===== src/rtl/core/cbm_pkg.sv =====
// ----------------------------------------------------------------------------
// cbm_pkg: shared types and constants of the cartridge bank mapper
// Holds the CPU register decode addresses, masks, the mapper state record
// and its reset value, and the decoded request and result records.
// ----------------------------------------------------------------------------
package cbm_pkg;

  // Kind of request carried in tuser.
  typedef enum logic {
    ACT_WRITE = 1'b0,
    ACT_TICK  = 1'b1
  } action_e;

  // Decoded CPU register addresses (exact 16-bit match).
  localparam logic [15:0] ADDR_PRG_LO   = 16'h8000;
  localparam logic [15:0] ADDR_PRG_HI   = 16'h8001;
  localparam logic [15:0] ADDR_CHR_A    = 16'h8002;
  localparam logic [15:0] ADDR_CHR_B    = 16'h8003;
  localparam logic [15:0] ADDR_CHR_4    = 16'hA000;
  localparam logic [15:0] ADDR_CHR_5    = 16'hA001;
  localparam logic [15:0] ADDR_CHR_6    = 16'hA002;
  localparam logic [15:0] ADDR_CHR_7    = 16'hA003;
  localparam logic [15:0] ADDR_IRQ_CNT  = 16'hC000;
  localparam logic [15:0] ADDR_IRQ_EN_A = 16'hC001;
  localparam logic [15:0] ADDR_IRQ_EN_B = 16'hC002;
  localparam logic [15:0] ADDR_MIRROR   = 16'hE000;
  localparam logic [15:0] ADDR_IRQ_EN_C = 16'hE001;
  localparam logic [15:0] ADDR_IRQ_EN_D = 16'hE002;

  localparam logic [7:0] OLD_PRG_MASK  = 8'h1F;
  localparam int unsigned MIRROR_BIT   = 6;
  localparam logic [8:0] LAST_IRQ_LINE = 9'd239;

  // Configuration register indexes.
  typedef enum logic {
    CFG_OLD_MODE      = 1'b0,
    CFG_IMMEDIATE_IRQ = 1'b1
  } cfg_index_e;

  localparam int unsigned IN_DATA_W  = 40;
  localparam int unsigned OUT_DATA_W = 72;

  // Decoded input request.
  typedef struct packed {
    action_e     action;
    logic [15:0] address;
    logic [7:0]  write_data;
    logic [8:0]  scanline;
    logic        rendering_on;
  } item_t;

  // Mapper state.
  typedef struct packed {
    logic [7:0]      prg_lo;
    logic [7:0]      prg_hi;
    logic [1:0][7:0] chr_pair;
    logic [3:0][7:0] chr_single;
    logic            mirror;
    logic [7:0]      irq_count;
    logic            irq_armed;
  } state_t;

  localparam state_t STATE_RESET = '{
    prg_lo:     8'd0,
    prg_hi:     8'd1,
    chr_pair:   {8'd1, 8'd0},
    chr_single: {8'd7, 8'd6, 8'd5, 8'd4},
    mirror:     1'b0,
    irq_count:  8'd0,
    irq_armed:  1'b0
  };

  // Configuration seen by the update logic.
  typedef struct packed {
    logic old_mode;
    logic immediate_irq;
  } cfg_t;

  // One result.
  typedef struct packed {
    logic [7:0]      prg_bank_lo;
    logic [7:0]      prg_bank_hi;
    logic [1:0][7:0] chr_pair;
    logic [3:0][7:0] chr_single;
    logic            mirror_horizontal;
    logic            irq_raise;
    logic            irq_now;
  } result_t;

endpackage


===== src/rtl/core/cbm_update.sv =====
// ----------------------------------------------------------------------------
// cbm_update: next-state and result logic of the bank mapper
// Applies one registered request (CPU write or scanline tick) to the current
// mapper state and forms the result from the updated state.
// ----------------------------------------------------------------------------
module cbm_update (
  input  cbm_pkg::cfg_t    cfg_i,
  input  cbm_pkg::item_t   item_i,
  input  cbm_pkg::state_t  state_i,
  output cbm_pkg::state_t  state_o,
  output cbm_pkg::result_t result_o
);

  logic [7:0] prg_val;
  logic       irq_active;
  logic       raise;
  logic       now;

  // Program bank values are cut to five bits in old mode.
  assign prg_val = cfg_i.old_mode ? (item_i.write_data & cbm_pkg::OLD_PRG_MASK)
                                  : item_i.write_data;

  // The counter only runs on visible lines with rendering on and IRQ armed.
  assign irq_active = state_i.irq_armed && item_i.rendering_on &&
                      (item_i.scanline <= cbm_pkg::LAST_IRQ_LINE);

  // Register decode and IRQ counter.
  always_comb begin
    state_o = state_i;
    raise   = 1'b0;
    now     = 1'b0;
    if (item_i.action == cbm_pkg::ACT_WRITE) begin
      case (item_i.address)
        cbm_pkg::ADDR_PRG_LO: begin
          state_o.prg_lo = prg_val;
          if (cfg_i.old_mode) begin
            state_o.mirror = item_i.write_data[cbm_pkg::MIRROR_BIT];
          end
        end
        cbm_pkg::ADDR_PRG_HI:  state_o.prg_hi        = prg_val;
        cbm_pkg::ADDR_CHR_A:   state_o.chr_pair[0]   = item_i.write_data;
        cbm_pkg::ADDR_CHR_B:   state_o.chr_pair[1]   = item_i.write_data;
        cbm_pkg::ADDR_CHR_4:   state_o.chr_single[0] = item_i.write_data;
        cbm_pkg::ADDR_CHR_5:   state_o.chr_single[1] = item_i.write_data;
        cbm_pkg::ADDR_CHR_6:   state_o.chr_single[2] = item_i.write_data;
        cbm_pkg::ADDR_CHR_7:   state_o.chr_single[3] = item_i.write_data;
        cbm_pkg::ADDR_IRQ_CNT: state_o.irq_count     = item_i.write_data;
        cbm_pkg::ADDR_IRQ_EN_A,
        cbm_pkg::ADDR_IRQ_EN_B,
        cbm_pkg::ADDR_IRQ_EN_C,
        cbm_pkg::ADDR_IRQ_EN_D: begin
          state_o.irq_armed = (item_i.write_data != 8'd0);
        end
        cbm_pkg::ADDR_MIRROR: begin
          state_o.mirror = item_i.write_data[cbm_pkg::MIRROR_BIT];
        end
        default: begin
        end
      endcase
    end else if (irq_active) begin
      if (state_i.irq_count == 8'd0) begin
        raise             = 1'b1;
        now               = cfg_i.immediate_irq;
        state_o.irq_armed = 1'b0;
      end else begin
        state_o.irq_count = state_i.irq_count + 8'd1;
      end
    end
  end

  // The result reports the state after the update.
  assign result_o.prg_bank_lo       = state_o.prg_lo;
  assign result_o.prg_bank_hi       = state_o.prg_hi;
  assign result_o.chr_pair          = state_o.chr_pair;
  assign result_o.chr_single        = state_o.chr_single;
  assign result_o.mirror_horizontal = state_o.mirror;
  assign result_o.irq_raise         = raise;
  assign result_o.irq_now           = now;

endmodule


===== src/rtl/core/cartridge_bank_mapper_irq_top.sv =====
// ----------------------------------------------------------------------------
// cartridge_bank_mapper_irq_top: cartridge bank mapper with scanline IRQ
// Input register, update logic and result register around the mapper state.
// ----------------------------------------------------------------------------
// Usage:
//   Requests enter on the s_axis channel. tuser selects the kind: 0 is a CPU
//   register write (address and write_data used), 1 is a scanline tick
//   (scanline and rendering_on used). Each request yields exactly one result
//   on the m_axis channel with the full bank map, the mirroring and the IRQ
//   flags, all taken after the request has been applied.
//   A taken request sits in the input register, is applied by the
//   combinational update logic and moves into the result register, which
//   drives m_axis_tvalid, when that register is free or being drained.
//   Throughput is one request per cycle while results are taken without a
//   stall. The pipeline holds up to two requests. While m_axis_tready is low
//   with a result waiting, the input register still takes one more request;
//   once both registers are full, s_axis_tready follows m_axis_tready in the
//   same cycle. Configuration (old_mode, immediate_irq) is to be written by
//   the user through cfg_we_i while the block is idle; the block does not
//   enforce this. It takes effect for the following requests.
//   Reset clears the pipeline and loads the power-on bank map: program
//   banks 0 and 1, pattern pairs 0 and 1, singles 4 to 7, vertical
//   mirroring, IRQ counter 0 and disarmed.
// ----------------------------------------------------------------------------
module cartridge_bank_mapper_irq_top (
  input  logic                           clk_i,
  input  logic                           rst_ni,
  // Request channel.
  input  logic                           s_axis_tvalid,
  output logic                           s_axis_tready,
  // tdata: address[15:0], write_data[23:16], scanline[32:24],
  //        rendering_on[33], zero fill[39:34]
  input  logic [cbm_pkg::IN_DATA_W-1:0]  s_axis_tdata,
  // tuser: action[0]
  input  logic                           s_axis_tuser,
  // Result channel.
  output logic                           m_axis_tvalid,
  input  logic                           m_axis_tready,
  // tdata: prg_bank_lo[7:0], prg_bank_hi[15:8], chr_pair_a[23:16],
  //        chr_pair_b[31:24], chr_single_4[39:32], chr_single_5[47:40],
  //        chr_single_6[55:48], chr_single_7[63:56], mirror_horizontal[64],
  //        irq_raise[65], irq_now[66], zero fill[71:67]
  output logic [cbm_pkg::OUT_DATA_W-1:0] m_axis_tdata,
  // Configuration write port.
  input  logic                           cfg_we_i,
  input  logic                           cfg_index_i,
  input  logic                           cfg_data_i
);

  logic              item_valid_q;
  cbm_pkg::item_t    item_q;
  logic              res_valid_q;
  cbm_pkg::result_t  res_q;
  cbm_pkg::state_t   state_q;
  cbm_pkg::state_t   state_d;
  cbm_pkg::result_t  res_d;
  cbm_pkg::cfg_t     cfg_q;
  logic              advance;
  logic              in_fire;

  // Pipeline moves when the result register is free or being drained.
  assign advance       = !res_valid_q || m_axis_tready;
  assign s_axis_tready = !item_valid_q || advance;
  assign in_fire       = s_axis_tvalid && s_axis_tready;

  // Configuration registers.
  always_ff @(posedge clk_i or negedge rst_ni) begin
    if (!rst_ni) begin
      cfg_q <= '0;
    end else if (cfg_we_i) begin
      case (cbm_pkg::cfg_index_e'(cfg_index_i))
        cbm_pkg::CFG_OLD_MODE:      cfg_q.old_mode      <= cfg_data_i;
        cbm_pkg::CFG_IMMEDIATE_IRQ: cfg_q.immediate_irq <= cfg_data_i;
        default: begin
        end
      endcase
    end
  end

  // Input register valid flag.
  always_ff @(posedge clk_i or negedge rst_ni) begin
    if (!rst_ni) begin
      item_valid_q <= 1'b0;
    end else if (s_axis_tready) begin
      item_valid_q <= s_axis_tvalid;
    end
  end

  // Input register payload.
  always_ff @(posedge clk_i) begin
    if (in_fire) begin
      item_q.action       <= cbm_pkg::action_e'(s_axis_tuser);
      item_q.address      <= s_axis_tdata[15:0];
      item_q.write_data   <= s_axis_tdata[23:16];
      item_q.scanline     <= s_axis_tdata[32:24];
      item_q.rendering_on <= s_axis_tdata[33];
    end
  end

  cbm_update u_update (
    .cfg_i    (cfg_q),
    .item_i   (item_q),
    .state_i  (state_q),
    .state_o  (state_d),
    .result_o (res_d)
  );

  // Mapper state is committed when the request moves into the result register.
  always_ff @(posedge clk_i or negedge rst_ni) begin
    if (!rst_ni) begin
      state_q <= cbm_pkg::STATE_RESET;
    end else if (advance && item_valid_q) begin
      state_q <= state_d;
    end
  end

  // Result register valid flag.
  always_ff @(posedge clk_i or negedge rst_ni) begin
    if (!rst_ni) begin
      res_valid_q <= 1'b0;
    end else if (advance) begin
      res_valid_q <= item_valid_q;
    end
  end

  // Result register payload.
  always_ff @(posedge clk_i) begin
    if (advance && item_valid_q) begin
      res_q <= res_d;
    end
  end

  assign m_axis_tvalid = res_valid_q;
  assign m_axis_tdata  = {5'd0, res_q.irq_now, res_q.irq_raise,
                          res_q.mirror_horizontal,
                          res_q.chr_single[3], res_q.chr_single[2],
                          res_q.chr_single[1], res_q.chr_single[0],
                          res_q.chr_pair[1], res_q.chr_pair[0],
                          res_q.prg_bank_hi, res_q.prg_bank_lo};

  // A raised IRQ always disarms the counter.
  a_raise_disarms: assert property (@(posedge clk_i) disable iff (!rst_ni)
    (advance && item_valid_q && res_d.irq_raise) |=> !state_q.irq_armed)
    else $error("IRQ raised but counter still armed");

  // The mapper state only changes when a request is committed.
  a_state_hold: assert property (@(posedge clk_i) disable iff (!rst_ni)
    !(advance && item_valid_q) |=> $stable(state_q))
    else $error("mapper state changed without a committed request");

  // CPU writes never report an IRQ.
  a_write_no_irq: assert property (@(posedge clk_i) disable iff (!rst_ni)
    (advance && item_valid_q && item_q.action == cbm_pkg::ACT_WRITE)
    |=> (!res_q.irq_raise && !res_q.irq_now))
    else $error("IRQ flags set on a CPU write result");

  // The immediate flag is only set together with a raise.
  a_now_needs_raise: assert property (@(posedge clk_i) disable iff (!rst_ni)
    (res_valid_q && res_q.irq_now) |-> res_q.irq_raise)
    else $error("irq_now set without irq_raise");

endmodule


===== config.mk =====
export PLATFORM = sky130hd
export DESIGN_NAME = cartridge_bank_mapper_irq_top
export DESIGN_NICKNAME = d
export VERILOG_FILES = /design/src/rtl/core/cbm_pkg.sv /design/src/rtl/core/cbm_update.sv /design/src/rtl/core/cartridge_bank_mapper_irq_top.sv
export SDC_FILE = /design/constraint.sdc
export NUM_CORES = 1
export LEC_CHECK = 0
export ABC_CLOCK_PERIOD_IN_PS = 4400
export BUFFER_PORTS_ARGS = -buffer_cell sky130_fd_sc_hd__buf_2
export CAP_MARGIN = 20
export CORE_MARGIN = 4
export CORE_UTILIZATION = 40
export DETAILED_ROUTE_END_ITERATION = 12
export SLEW_MARGIN = 40
export SYNTH_ARGS = -nofsm -noshare
export SYNTH_HDL_FRONTEND = slang
export SYNTH_SLANG_ARGS = --single-unit

===== constraint.sdc =====
create_clock -name clk_i -period 4.4 [get_ports clk_i]
set_input_delay 0.88 -clock clk_i [delete_from_list [all_inputs] [get_ports clk_i]]
set_output_delay 0.88 -clock clk_i [all_outputs]
set_load 0.02 [all_outputs]

==> flow_summary.yaml <==
outcome:
  status: "finished clean"
floorplanning:
  die_h_um: 144
  start_util_pct: 41.0
  core_region_area_mm2: 0.0181
  die_area_mm2: 0.0208
  num_rows: 49
  die_width_um: 144
  io_pins: 122
placement:
  port_buffers: 106
  dp_hpwl_mm: 10.2
  gp_congestion: 0.801
  pre_cts_ws_ns: 1.41
global_routing:
  grt_use_total_pct: 15.4
  grt_max_degree: 79
  grt.overflow.total: 0
  antenna_found_initial: 0
  grt_pass1_vias: 4443
  grt_pass1_wl_mm: 24.1
sta:
  worst_slack_ns: 1.49
  maxSlewViolCount: 0
  rsz0062_at_grt: "false"
  clock.fmax_mhz: 344
  slew_headroom_pct: 47.7
  min_period_over_period_pct: 66.1
  skew_ns: 0.00810
  tightest_slew_ns: 0.777
  setup_viol: 0
  finalSetupTns_ns: 0
  finalHoldViolCount: 0
  period_minus_slack_ns: 2.91
clock_tree:
  worstSkewPairLatency_ns: 0.42
  postCtsSetupRepairBufs: 0
  cts_sinks: 176
  path_clk_slew_ns: 0.06
  holdBufCountCts: 0
  ctsResizeCount: 0
  cts_root_buffer: "clkbuf_16"
  clockBufferDepth: 2
  htreeDepth: 4
  cts_buffers: 17
  cts_tree: "done"
critical_path:
  cp-end-kind: "flip-flop"
  required_ns: 4.57
  startpoint_type: "flip-flop"
  rrSetupSlack_ns: 1.49
  worstSetupPathType: "flip-flop to flip-flop"
  cp.arrival_ns: 3.08
  cp_max_fo: 17
detailed_routing:
  detailedRoute.firstIterationViolations: 375
  antenna_violating_nets_post_route: 0
  routedWlPerCell_um: 18.6
  vias: 4267
  drt-total-wl_mm: 15.4
  routed_via_density: 5.15
  first_pass_iters: 5
  drc_errors: 0
yosys:
  avgSynthCellArea_um2: 15.4
  synth_edf_count: 98
  synthDistinctLibCells: 55
  async_flop_share_pct: 44.3
  ys_seq_elements: 176
  syn_area_mm2: 0.00742
  ys_seq_area_share_pct: 66.1
  ys.flop_type: "edfxtp_1"
  syn-instance-count: 481
  ys_warn_count: 0
power:
  p_per_area_mw_per_mm2: 424
  power.leakage_nw: 3.77
  irDropWorstVdd_v: 0.000262
final_layout:
  nets: 636
  utilization_pct: 48.4
  fillCellCount: 1556
  synthToLayoutAreaGrowth_pct: 18.0
  antenna_cells: 0
  drive_above_1_share_pct: 48.4
worst_hold_path:
  hold_path_class: "input pin to async pin"
job:
  cap_violations: 0
-- routing by layer --
layer  wire (um)  share of wire (%)  GRT usage, %  vias up
li1            -                  -             -     2005
met1        6730                 44          19.9     2129
met2        7600                 49          25.3      118
met3         865                5.6          4.46       15
met4         216                1.4          4.91        0
met5           0                  0             0        -
-- worst max-delay path, cell delays in order, from the launching register on --
cell and delay (ns):
edfxtp_1 0.63, nor3b_1 0.55, nand4_1 0.36, nor2_1 0.67, mux2_2 0.43
-- per-stage QoR --
step / area [um^2] / cells / total power [mW] / hold WS, ns
2_1_floorplan: 7440 / 485 / 2.10 / 0.450
3_3_place_gp: 8150 / 796 / 2.21 / 0.464
3_5_place_dp: 8150 / 796 / 2.22 / 0.481
4_1_cts: 8760 / 828 / 3.76 / 0.504
5_1_grt: 8760 / 828 / 3.87 / 0.509
6_report: 8760 / 828 / 3.72 / 0.488
-- area by class of cell --
class | count | area (um^2) | area share, %
well taps | 229 | 287 | 3.27
repair buffers | 109 | 559 | 6.39
flip-flops and latches | 176 | 4910 | 56.0
clock inverters | 12 | 159 | 1.81
clock buffers | 20 | 447 | 5.10
inverters | 6 | 22.5 | 0.257
multi-input cells | 276 | 2380 | 27.1
-- synthesized netlist by cell type, types with 2 or more instances --
cell | instances | area, um^2
o32ai_1 | 3 | 26.3
inv_1 | 5 | 18.8
clkbuf_1 | 19 | 71.3
ha_1 | 2 | 25.0
a21oi_1 | 6 | 30.0
or3_1 | 4 | 25.0
a31oi_1 | 2 | 12.5
nor2_1 | 10 | 37.5
edfxtp_1 | 98 | 2940
nand4_1 | 3 | 18.8
nand2_1 | 24 | 90.1
nor3_2 | 3 | 30.0
a221oi_1 | 2 | 17.5
nor3_1 | 4 | 20.0
nand2b_1 | 6 | 37.5
and3_1 | 6 | 37.5
o21ai_0 | 10 | 50.1
o31ai_1 | 2 | 15.0
nand3_1 | 7 | 35.0
nor2b_1 | 5 | 31.3
a31o_2 | 3 | 26.3
mux2i_1 | 3 | 30.0
dfrtp_1 | 68 | 1700
buf_4 | 5 | 37.5
mux2_2 | 126 | 1420
dfstp_2 | 10 | 263
nor4_4 | 2 | 42.5
and4_1 | 2 | 17.5
and2_1 | 6 | 37.5
nand3b_1 | 3 | 22.5
nor4_1 | 8 | 50.1
-- sequential cells by signal (all words and copies together), names as in the netlist --
signal / count
cfg_q: 2
state_q: 74
m_axis_tdata: 67
item_valid_q: 1
item_q: 31
m_axis_tvalid: 1
-- report_power, final --
group          internal [mW]  switching (mW)
combinational         0.0951           0.179
clock                  0.911           0.618
sequential              1.84          0.0761
total                   2.84           0.874
-- final timing paths --
check	start	depth (start not counted)	to
min in group clk_i	cfg_q[0]$_DFFE_PN0P_	1	cfg_q[0]$_DFFE_PN0P_
worst min-delay path	rst_ni	1	state_q[16]$_DFFE_PN0P_
worst max-delay path	item_q[34]$_DFFE_PP_	4	m_axis_tdata[60]$_DFFE_PP_
worst max register to register	item_q[34]$_DFFE_PP_	4	m_axis_tdata[60]$_DFFE_PP_
max in group asynchronous	rst_ni	1	cfg_q[0]$_DFFE_PN0P_
worst min register to register	cfg_q[0]$_DFFE_PN0P_	1	cfg_q[0]$_DFFE_PN0P_
-- cells by family (layout without fill, tap and decap cells) --
family / after synthesis / count (layout) / share of synthesized area, %
multiplexers: 129 / 129 / 19.5
AND/OR/NAND/NOR: 102 / 102 / 8.40
flip-flops: 176 / 176 / 66.1
adder cells (fa/ha/maj): 2 / 2 / 0.337
AO/OA/AOI/OAI: 37 / 37 / 3.41
other: 1 / 5 / 0.0505
XOR/XNOR: 1 / 1 / 0.118
buffers and inverters: 33 / 147 / 2.04
-- cells in the final DEF (no fill, tap or decap), drive strengths merged, types with 5 or more instances in the layout --
cell type and instances:
nor2 11, clkbuf 20, nand2 24, mux2 126
nor4 11, dfrtp 68, a21oi 6, and2 6
dfstp 10, conb 5, nor3 8, clkinvlp 5
nor2b 5, edfxtp 98, nand2b 6, inv 7
buf 109, and3 6, nand3 7, o21ai 10
No activity file was read; power rests on OpenSTA's default activity.
